## src/design/assert_macros.svh

```systemverilog
// ----------------------------------------------------------------------------
// Assertion macros
// Clocked property checks with reset qualification; empty under synthesis.
// ----------------------------------------------------------------------------
`ifndef ASSERT_MACROS_SVH
`define ASSERT_MACROS_SVH

`ifndef SYNTHESIS

// Property must hold at every edge outside reset.
`define ITRD_ASSERT(name, clk, rst_n, prop, msg) \
    name: assert property (@(posedge clk) disable iff (!rst_n) prop) else $error(msg);

// Condition must never be true outside reset.
`define ITRD_NEVER(name, clk, rst_n, cond, msg) \
    name: assert property (@(posedge clk) disable iff (!rst_n) !(cond)) else $error(msg);

`else

`define ITRD_ASSERT(name, clk, rst_n, prop, msg)
`define ITRD_NEVER(name, clk, rst_n, cond, msg)

`endif

`endif

```

## src/design/itrd_pkg.sv

```systemverilog
// ----------------------------------------------------------------------------
// itrd_pkg
// Shared types, constants and helpers for the integer to radix digit converter.
// ----------------------------------------------------------------------------
`timescale 1ns / 1ps

package itrd_pkg;

    localparam int VALUE_W       = 32;
    localparam int RADIX_W       = 6;
    localparam int CHAR_W        = 7;
    localparam int WORD_BITS_DEF = 32;

    localparam logic [RADIX_W-1:0] RADIX_MIN = 6'd2;
    localparam logic [RADIX_W-1:0] RADIX_MAX = 6'd36;
    localparam logic [RADIX_W-1:0] RADIX_DEC = 6'd10;

    localparam logic [CHAR_W-1:0] CHAR_ZERO  = 7'h30;
    localparam logic [CHAR_W-1:0] CHAR_A_LOW = 7'h61;
    localparam logic [CHAR_W-1:0] CHAR_MINUS = 7'h2d;
    localparam logic [CHAR_W-1:0] CHAR_NINE  = 7'h39;
    localparam logic [CHAR_W-1:0] CHAR_Z_LOW = 7'h7a;

    typedef struct packed {
        logic [VALUE_W-1:0] value;
        logic [RADIX_W-1:0] radix;
        logic               is_signed;
    } t_in_item;

    typedef struct packed {
        logic [CHAR_W-1:0] digit_char;
        logic              last;
    } t_out_item;

    // Controller to datapath
    typedef struct packed {
        logic load;       // capture a new transaction
        logic out_sign;   // load '-' into the output register
        logic div_step;   // one restoring division bit
        logic push;       // store remainder as next digit
        logic pop;        // read back the most recent stored digit
        logic out_digit;  // load the popped digit into the output register
    } t_cmd;

    // Datapath to controller
    typedef struct packed {
        logic neg;        // leading minus required
        logic div_last;   // final bit of the current division
        logic quo_zero;   // quotient exhausted
        logic cnt_zero;   // no stored digits left
    } t_stat;

    function automatic logic [CHAR_W-1:0] digit_to_ascii(input logic [RADIX_W-1:0] d);
        logic [CHAR_W-1:0] dd;
        dd = {1'b0, d};
        if (d < RADIX_DEC) begin
            return CHAR_ZERO + dd;
        end
        return CHAR_A_LOW + dd - {1'b0, RADIX_DEC};
    endfunction

endpackage

```

## src/design/itrd_ram.sv

```systemverilog
// ----------------------------------------------------------------------------
// itrd_ram
// Generic single write port, single read port RAM with registered read data.
// ----------------------------------------------------------------------------
`timescale 1ns / 1ps

module itrd_ram #(
    parameter int WIDTH = 8,
    parameter int DEPTH = 32
) (
    input  logic                     i_clk,
    input  logic                     i_wr_en,
    input  logic [$clog2(DEPTH)-1:0] i_wr_addr,
    input  logic [WIDTH-1:0]         i_wr_data,
    input  logic                     i_rd_en,
    input  logic [$clog2(DEPTH)-1:0] i_rd_addr,
    output logic [WIDTH-1:0]         o_rd_data
);

    logic [WIDTH-1:0] r_mem [DEPTH];
    logic [WIDTH-1:0] r_rd_data;

    always_ff @(posedge i_clk) begin
        if (i_wr_en) begin
            r_mem[i_wr_addr] <= i_wr_data;
        end
        if (i_rd_en) begin
            r_rd_data <= r_mem[i_rd_addr];
        end
    end

    assign o_rd_data = r_rd_data;

endmodule

```

## src/design/itrd_ctrl.sv

```systemverilog
// ----------------------------------------------------------------------------
// itrd_ctrl
// Sequencer: sign, digit extraction by repeated division, then readout.
// ----------------------------------------------------------------------------
`timescale 1ns / 1ps

module itrd_ctrl (
    input  logic            i_clk,
    input  logic            i_rst_n,
    input  logic            i_in_valid,
    input  logic            i_out_stall,
    input  itrd_pkg::t_stat i_stat,
    output itrd_pkg::t_cmd  o_cmd,
    output logic            o_in_stall,
    output logic            o_out_valid
);

    import itrd_pkg::*;

    typedef enum logic [2:0] {
        S_IDLE,
        S_START,
        S_DIV,
        S_PUSH,
        S_READ,
        S_EMIT
    } t_state;

    t_state r_state;
    logic   r_out_valid;
    logic   w_out_free;
    logic   w_out_load;

    // Output register can take a new character this cycle
    assign w_out_free = !r_out_valid || !i_out_stall;

    always_comb begin
        o_cmd = '0;
        unique case (r_state)
            S_IDLE:  o_cmd.load      = i_in_valid;
            S_START: o_cmd.out_sign  = i_stat.neg && w_out_free;
            S_DIV:   o_cmd.div_step  = 1'b1;
            S_PUSH:  o_cmd.push      = 1'b1;
            S_READ:  o_cmd.pop       = 1'b1;
            S_EMIT:  o_cmd.out_digit = w_out_free;
            default: o_cmd = '0;
        endcase
    end

    assign w_out_load = o_cmd.out_sign || o_cmd.out_digit;

    always_ff @(posedge i_clk) begin
        if (!i_rst_n) begin
            r_state     <= S_IDLE;
            r_out_valid <= 1'b0;
        end else begin
            // a new character wins; otherwise drop the one just taken
            if (w_out_load) begin
                r_out_valid <= 1'b1;
            end else if (!i_out_stall) begin
                r_out_valid <= 1'b0;
            end
            unique case (r_state)
                S_IDLE: begin
                    if (i_in_valid) begin
                        r_state <= S_START;
                    end
                end
                S_START: begin
                    if (!i_stat.neg || w_out_free) begin
                        r_state <= S_DIV;
                    end
                end
                S_DIV: begin
                    if (i_stat.div_last) begin
                        r_state <= S_PUSH;
                    end
                end
                S_PUSH: begin
                    r_state <= i_stat.quo_zero ? S_READ : S_DIV;
                end
                S_READ: begin
                    r_state <= S_EMIT;
                end
                S_EMIT: begin
                    if (w_out_free) begin
                        r_state <= i_stat.cnt_zero ? S_IDLE : S_READ;
                    end
                end
                default: r_state <= S_IDLE;
            endcase
        end
    end

    assign o_in_stall  = (r_state != S_IDLE);
    assign o_out_valid = r_out_valid;

endmodule

```

## src/design/itrd_dp.sv

```systemverilog
// ----------------------------------------------------------------------------
// itrd_dp
// Datapath: magnitude, bit-serial divider, digit stack and output register.
// ----------------------------------------------------------------------------
`timescale 1ns / 1ps

module itrd_dp #(
    parameter int WORD_BITS = itrd_pkg::WORD_BITS_DEF
) (
    input  logic                i_clk,
    input  itrd_pkg::t_cmd      i_cmd,
    input  itrd_pkg::t_in_item  i_in_item,
    output itrd_pkg::t_stat     o_stat,
    output itrd_pkg::t_out_item o_out_item
);

    import itrd_pkg::*;

    localparam int AW = $clog2(WORD_BITS);
    localparam int CW = $clog2(WORD_BITS + 1);
    localparam int BW = $clog2(WORD_BITS);

    logic [WORD_BITS-1:0] w_v;
    logic [WORD_BITS-1:0] w_mag;
    logic [RADIX_W-1:0]   w_radix;
    logic                 w_neg;

    logic [WORD_BITS-1:0] r_quo;
    logic [RADIX_W-1:0]   r_rem;
    logic [RADIX_W-1:0]   r_radix;
    logic                 r_neg;
    logic [BW-1:0]        r_bit_cnt;
    logic [CW-1:0]        r_dig_cnt;
    t_out_item            r_out;

    logic [RADIX_W:0]     w_trial;
    logic                 w_ge;
    logic [RADIX_W:0]     w_diff;
    logic [CW-1:0]        w_rd_cnt;
    logic [RADIX_W-1:0]   w_rd_digit;

    if (WORD_BITS <= VALUE_W) begin : g_trunc
        assign w_v = i_in_item.value[WORD_BITS-1:0];
    end else begin : g_ext
        assign w_v = {{(WORD_BITS - VALUE_W){1'b0}}, i_in_item.value};
    end

    always_comb begin
        w_radix = i_in_item.radix;
        if (i_in_item.radix < RADIX_MIN) begin
            w_radix = RADIX_MIN;
        end else if (i_in_item.radix > RADIX_MAX) begin
            w_radix = RADIX_MAX;
        end
    end

    // Minus sign only for signed decimal; magnitude negated modulo the word
    assign w_neg = i_in_item.is_signed && (w_radix == RADIX_DEC) && w_v[WORD_BITS-1];
    assign w_mag = w_neg ? ('0 - w_v) : w_v;

    // Restoring division step: shift in the next quotient bit
    assign w_trial = {r_rem, r_quo[WORD_BITS-1]};
    assign w_ge    = (w_trial >= {1'b0, r_radix});
    assign w_diff  = w_ge ? (w_trial - {1'b0, r_radix}) : w_trial;

    assign w_rd_cnt = r_dig_cnt - CW'(1);

    always_ff @(posedge i_clk) begin
        if (i_cmd.load) begin
            r_quo     <= w_mag;
            r_rem     <= '0;
            r_radix   <= w_radix;
            r_neg     <= w_neg;
            r_bit_cnt <= '0;
            r_dig_cnt <= '0;
        end
        if (i_cmd.div_step) begin
            r_quo     <= {r_quo[WORD_BITS-2:0], w_ge};
            r_rem     <= w_diff[RADIX_W-1:0];
            r_bit_cnt <= r_bit_cnt + BW'(1);
        end
        if (i_cmd.push) begin
            r_rem     <= '0;
            r_bit_cnt <= '0;
            r_dig_cnt <= r_dig_cnt + CW'(1);
        end
        if (i_cmd.pop) begin
            r_dig_cnt <= w_rd_cnt;
        end
        if (i_cmd.out_sign) begin
            r_out.digit_char <= CHAR_MINUS;
            r_out.last       <= 1'b0;
        end
        if (i_cmd.out_digit) begin
            r_out.digit_char <= digit_to_ascii(w_rd_digit);
            r_out.last       <= (r_dig_cnt == '0);
        end
    end

    itrd_ram #(
        .WIDTH (RADIX_W),
        .DEPTH (WORD_BITS)
    ) u_digits (
        .i_clk     (i_clk),
        .i_wr_en   (i_cmd.push),
        .i_wr_addr (r_dig_cnt[AW-1:0]),
        .i_wr_data (r_rem),
        .i_rd_en   (i_cmd.pop),
        .i_rd_addr (w_rd_cnt[AW-1:0]),
        .o_rd_data (w_rd_digit)
    );

    assign o_stat.neg      = r_neg;
    assign o_stat.div_last = (r_bit_cnt == BW'(WORD_BITS - 1));
    assign o_stat.quo_zero = (r_quo == '0);
    assign o_stat.cnt_zero = (r_dig_cnt == '0);
    assign o_out_item      = r_out;

endmodule

```

## src/design/integer_to_radix_digits_top.sv

```systemverilog
// ----------------------------------------------------------------------------
// integer_to_radix_digits_top
// Converts a word to ASCII digits in radix 2..36, one character per output transfer.
// ----------------------------------------------------------------------------
//  channel  dir  handshake                 payload
//  input    in   i_in_valid / o_in_stall   i_in_item  (value, radix, is_signed)
//  output   out  o_out_valid / i_out_stall o_out_item (digit_char, last)
//
//  Each digit is extracted by the bit-serial divider and pushed to the digit
//  RAM, then read back from it in reverse order for output. One transaction
//  is in flight at a time.
//  Reset is synchronous, active low, and clears only the controller.
//  A stall on the output holds the character register and pauses readout.
// ----------------------------------------------------------------------------
`timescale 1ns / 1ps
`include "assert_macros.svh"

module integer_to_radix_digits_top #(
    parameter int WORD_BITS = itrd_pkg::WORD_BITS_DEF
) (
    input  logic                i_clk,
    input  logic                i_rst_n,
    input  logic                i_in_valid,
    output logic                o_in_stall,
    input  itrd_pkg::t_in_item  i_in_item,
    output logic                o_out_valid,
    input  logic                i_out_stall,
    output itrd_pkg::t_out_item o_out_item
);

    import itrd_pkg::*;

    t_cmd  w_cmd;
    t_stat w_stat;

    itrd_ctrl u_ctrl (
        .i_clk       (i_clk),
        .i_rst_n     (i_rst_n),
        .i_in_valid  (i_in_valid),
        .i_out_stall (i_out_stall),
        .i_stat      (w_stat),
        .o_cmd       (w_cmd),
        .o_in_stall  (o_in_stall),
        .o_out_valid (o_out_valid)
    );

    itrd_dp #(
        .WORD_BITS (WORD_BITS)
    ) u_dp (
        .i_clk      (i_clk),
        .i_cmd      (w_cmd),
        .i_in_item  (i_in_item),
        .o_stat     (w_stat),
        .o_out_item (o_out_item)
    );

    `ITRD_ASSERT(a_busy_after_accept, i_clk, i_rst_n, i_in_valid && !o_in_stall |=> o_in_stall, "input accepted but block not busy")
    `ITRD_ASSERT(a_char_legal, i_clk, i_rst_n, o_out_valid |-> (o_out_item.digit_char == CHAR_MINUS) || ((o_out_item.digit_char >= CHAR_ZERO) && (o_out_item.digit_char <= CHAR_NINE)) || ((o_out_item.digit_char >= CHAR_A_LOW) && (o_out_item.digit_char <= CHAR_Z_LOW)), "illegal output character")
    `ITRD_NEVER(a_minus_not_last, i_clk, i_rst_n, o_out_valid && o_out_item.last && (o_out_item.digit_char == CHAR_MINUS), "minus sign marked as last")
    `ITRD_NEVER(a_cmd_exclusive, i_clk, i_rst_n, w_cmd.out_sign && w_cmd.out_digit, "sign and digit loaded together")

endmodule
```

## config.mk

```make
export PLATFORM = sky130hd
export DESIGN_NAME = integer_to_radix_digits_top
export DESIGN_NICKNAME = d
export VERILOG_FILES = /design/src/design/itrd_pkg.sv /design/src/design/itrd_ram.sv /design/src/design/itrd_ctrl.sv /design/src/design/itrd_dp.sv /design/src/design/integer_to_radix_digits_top.sv
export VERILOG_INCLUDE_DIRS = /design/src /design/src/design
export SDC_FILE = /design/constraint.sdc
export NUM_CORES = 1
export LEC_CHECK = 0
export ABC_AREA = 1
export BUFFER_PORTS_ARGS = -buffer_cell sky130_fd_sc_hd__buf_2
export CORE_AREA = 2 2 165 167
export CTS_CLUSTER_SIZE = 16
export DETAILED_ROUTE_END_ITERATION = 12
export DIE_AREA = 0 0 167 169
export GPL_ROUTABILITY_DRIVEN = 0
export GPL_TIMING_DRIVEN = 1
export PLACE_DENSITY = 0.67
export SYNTH_ARGS = -nofsm -noshare
export SYNTH_HDL_FRONTEND = slang
export SYNTH_HIERARCHICAL = 1
export SYNTH_SLANG_ARGS = --single-unit
```

## constraint.sdc

```tcl
create_clock -name i_clk -period 3.1 [get_ports i_clk]
set_input_delay 0.155 -clock i_clk [delete_from_list [all_inputs] [get_ports i_clk]]
set_output_delay 0.155 -clock i_clk [all_outputs]
set_load 0.005 [all_outputs]
```

======== After elaboration in Yosys (flattened, before gate mapping) ========
Memory sizes are Yosys's and may differ from the RTL's. A register that Yosys moved wholly into a read port is not among the register bits.
Index checks and enable logic that the tools add are counted.
W data, S select, Z words.
storage, ports and cells
  bits in registers ....................... 68
  bits in latches ......................... 0
  bits in writable memories ............... 192
  ROM bits ................................ 0
  input port bits ......................... 43
  output and inout port bits .............. 10
  memories kept ........................... 1
cells by class
  add/subtract/negate cells ............... 8
  multipliers ............................. 0
  divide/modulo/power cells ............... 0
  $lt $le $gt $ge ......................... 4
  equal/unequal tests ..................... 12
  shift-type cells ........................ 0
  mux-type cells .......................... 35
  bitwise operators ....................... 0
  reduce and logical (&&, ||, !) cells .... 17
memory list
  name                 depth  width  read ports  clocked after Yosys merged registers in  wr ports  RTL line        RTL
  u_dp.u_digits.r_mem  32     6      1           1                                        1         itrd_ram.sv:20  logic [WIDTH-1:0] r_mem [DEPTH];
operators by type and width
  operator                 number
  $mux W32                 3
  $mux W6                  7
  $logic_not A32 Y1        1
  $sub A1 B32 Y32 const A  1
  $mux W3                  6
  $pmux W3 S6              1
  $mux W8                  2
  $mux W7                  2
  $mux W1                  12
  $mux W5                  2
  $ne A2 B1 Y1 const B     4
  $add A6 B6 Y7 const A    1
  $add A7 B6 Y7 const A    1
  $ge A7 B6 Y1             1
  $sub A7 B4 Y7 const B    1
  $add A6 B1 Y6 const B    1
  $eq A3 B2 Y1 const B     2
  $eq A3 B3 Y1 const B     2
  $eq A6 B4 Y1 const B     1
  $gt A6 B6 Y1 const B     1
  $logic_not A6 Y1         1
  $lt A6 B2 Y1 const B     1
  $lt A6 B4 Y1 const B     1
  $reduce_bool A3 Y1       2
  other kinds (12)         19

======== Depth between registers and ports, before layout ========
  word-level depth ........................ 9
  depth in mapped cells ................... 13
  gate-level depth less buffers ........... 12

======== Hierarchy ========
Netlist, hierarchy kept.
by module, submodules not included
  module     instances  cells each  area an instance (sq um)  sequential area each (sq um)
  itrd_ram   1          704         8137.8                    5945.7
  itrd_dp    1          702         4835.9                    1811.7
  itrd_ctrl  1          50          304.0                     80.1

======== Worst setup path after synthesis ========
No wires, ideal clock.
  path type ............................... register to register
  start ................................... register u_ctrl.r_state[0]
  end ..................................... register u_dp.r_quo[0], enable pin
  setup time .............................. 387 ps
  arrival ................................. 1965 ps
  setup slack ............................. 748 ps
  stages on the path, launching flop included .. 6
  buffers on the path ..................... 0
  cells stage by stage .................... dfxtp_1 -> nor2_2 -> nand2_1 -> nor2_1 -> nor2_1 -> inv_1
RTL lines
  item                      RTL line         RTL
  start: declaration        itrd_ctrl.sv:29  t_state r_state;
  start signal: assignment  itrd_ctrl.sv:80  r_state <= i_stat.quo_zero ? S_READ : S_DIV;
  start signal: assignment  itrd_ctrl.sv:87  r_state <= i_stat.cnt_zero ? S_IDLE : S_READ;
  end signal: assignment    itrd_dp.sv:70    r_quo <= w_mag;
  end signal: assignment    itrd_dp.sv:78    r_quo <= {r_quo[WORD_BITS-2:0], w_ge};
  end: declaration          itrd_dp.sv:28    logic [WORD_BITS-1:0] r_quo;

==> impl_metrics.tcl <==
set metrics [dict create \
    status "finished, final reports clean" \
    grt_pass1_wl_mm 53.3 \
    synthFlopType "edfxtp_1" \
    critPathMaxStageDelay_ns 0.72 \
    min_path_type "in2reg" \
    drt_wl_total_mm 33.1 \
    cellPowerDensity_nw_per_um2 954 \
    path_class "reg2reg" \
    die_area_um2 28200 \
    fin_skew_ns 0.00738 \
    critical_path.startpoint_type "flip-flop" \
    synth.area.top_cells "edfxtp_1 (57%), nand2_1 (16%), nand3_1 (7.8%), nor2_1 (3.3%), dfxtp_1 (2.3%)" \
    setup_viol_count_final 0 \
    dp_hpwl_mm 21.8 \
    period_needed_ns 2.45 \
    antenna_cells 0 \
    async_reset_ff_frac 0 \
    htreeDepth 1 \
    synth_cell_types 42 \
    fin_crit_sh 0.791 \
    gr-usage-all-layers 0.235 \
    io-pin-count 53 \
    syn_nets 1516 \
    clk_pin_slew_ns 0.06 \
    nNetsFinal 1566 \
    vias 10500 \
    yosysTopAreaCell "edfxtp_1" \
    irDropWorstVdd_v 0.000713 \
    cp_cell_sequence "nand2_1, nor2_1, buf_4, nand3_1, nor2_1" \
    initial_core_util 0.501 \
    ys_ff_latch 266 \
    drtPass1Iterations 5 \
    fill_cells 2334 \
    cp.arrival_ns 2.61 \
    cpMostUsedCell "nor2_1" \
    cts_buffer_depth 3 \
    multi_input_area_um2 4770 \
    yosysTopAreaCellShare 0.568 \
    drv_cap 0 \
    ant_nets 0 \
    cts_tree "built" \
    rows 60 \
    netlist_instances 1456 \
    max_freq_ghz 0.408 \
    syn-cell-area_um2 13300 \
    whs_ns 0.0329 \
    drc 0 \
    syn_to_final_growth_pct 11.1 \
    tns_ns 0 \
    synth_enable_flop_cells 251 \
    grt_max_degree 97 \
    overflow 0 \
    worstMarginPinSlew_ns 1.00 \
    rsz0062_at_grt "false" \
    antenna_found_initial 0 \
    cts_setup_buffers 0 \
    seq_area_um2 7840 \
    critPathMaxFanout 14 \
    slew_violations 0 \
    cts-root-buf "clkbuf_16" \
    avgSynthCellArea_um2 9.12 \
    slowest_stage "nor2_1" \
    hold_violations 0 \
    ys_seq_area_frac 0.590 \
    die_h_um 169 \
    clock_sinks 266 \
    core-area_um2 26500 \
    drive_gt1_frac 0.0990 \
    die_w_um 167 \
    port_buffers 52 \
    numCtsBuffers 27 \
    crit_path_end_kind "flip-flop" \
    grt_pass1_vias 10100 \
    leakagePower_nw 5.93 \
    relSlewSlack 0.331 \
    ys_warn_count 6 \
    drt_iter0_drc 1005 \
    cp.required_ns 3.26 \
    vias_per_cell 5.63 \
    clk_latency_ns 0.53 \
    wire_per_inst_um 17.7 \
]
## report_power, final
group	internal [mW]	switching [mW]	total, mW
sequential	4.70	0.315	5.02
combinational	1.63	4.09	5.72
clock	2.04	1.30	3.34
total	8.38	5.71	14.1
## flip-flops by register name (all words and copies together) (netlist names)
| signal | flops |
|---|---|
| u_ctrl/o_out_valid | 1 |
| u_dp/r_dig_cnt | 6 |
| u_dp/u_digits/r_mem | 192 |
| u_dp/r_rem | 6 |
| u_dp/r_neg | 1 |
| u_dp/u_digits/o_rd_data | 6 |
| u_dp/o_out_item | 8 |
| u_dp/r_quo | 32 |
| u_dp/r_radix | 6 |
| u_dp/r_bit_cnt | 5 |
| u_ctrl/r_state | 3 |
## cell usage in the layout, fill, tap and decap left out, drive strengths merged, types with 2 or more instances in the layout
cell	count
a21oi	20
buf	74
bufinv	4
clkbuf	38
clkinv	11
dfxtp	15
dlygate4sd3	5
edfxtp	251
ha	16
inv	82
nand2	569
nand3	210
nand3b	3
nand4	32
nor2	124
nor3	7
nor4	10
o21ai	22
o21bai	9
or2	2
xnor2	5
xor2	10
## repair_timing
action,in CTS,in global routing
gates resized for setup,0,0
hold buffers,5,0
endpoints found under the hold margin,8,0
## cell type report
| type | count | area share |
|---|---|---|
| inverters | 86 | 0.0222 |
| flip-flops and latches | 266 | 0.531 |
| clock buffers | 38 | 0.0520 |
| multi-input cells | 1046 | 0.323 |
| well taps | 341 | 0.0289 |
| clock inverters | 11 | 0.0102 |
| repair buffers | 79 | 0.0322 |
## per-layer routing
metal  vias up  routed length, um  part of all wire  track usage
met2       397              15800              0.48        0.388
met5         -                  0                 0            0
met1      5037              14400              0.43        0.331
met3        72               2110             0.064       0.0243
met4         0                873             0.026       0.0746
li1       5008                  -                 -            -
## synth_stat cells, types with 6 or more instances
cell and number:
nand2_1 559, edfxtp_1 251, nand3_1 206, nor2_1 116
inv_1 76, nand4_1 31, buf_2 27, a21oi_1 17
o21ai_0 17, ha_1 16, dfxtp_1 15, clkbuf_1 14
nand2_2 10, nor4_1 10, xor2_1 10, o21bai_1 9
buf_6 8, nor2_2 7, nor3_1 7, buf_4 6
## logic make-up (layout without fill, tap and decap cells)
kind of cell,Yosys count,in the layout,synth area share
adder cells (fa/ha/maj),17,17,0.0166
AO/OA/AOI/OAI,56,56,0.0247
AND/OR/NAND/NOR,958,958,0.307
buffers and inverters,144,214,0.0515
XOR/XNOR,15,15,0.00989
flip-flops,266,266,0.590
## metrics by stage
stage	std cells	worst slack [ns]	utilization	area (um^2)	power [mW]
after floorplan	1456	0.748	-	13300	9.02
after detailed placement	1813	0.745	0.520	13800	10.7
after global routing	1867	0.527	0.557	14800	15.0
final	1867	0.648	0.557	14800	14.1
after global placement	1813	0.781	0.520	13800	10.7
after CTS	1867	0.725	0.557	14800	14.1
## worst paths after layout
path	end	cells after the start	slack, ns	start
worst min register to register	u_dp/r_bit_cnt[3]	1	0.46	u_dp/r_bit_cnt[3]
worst max register to register	u_dp/u_digits/r_mem[16][2]	5	0.65	u_ctrl/r_state[0]
worst max-delay path	u_dp/u_digits/r_mem[16][2]	5	0.65	u_ctrl/r_state[0]
worst min-delay path	u_ctrl/o_out_valid	5	0.03	i_out_stall
## critical path, delay by kind of cell (launching register included)
kind,cells,cell delay [ns]
buffers and inverters,1,0.23
flip-flops,1,0.45
AND/OR/NAND/NOR,4,1.39
Power figures use the tool's default switching activity.
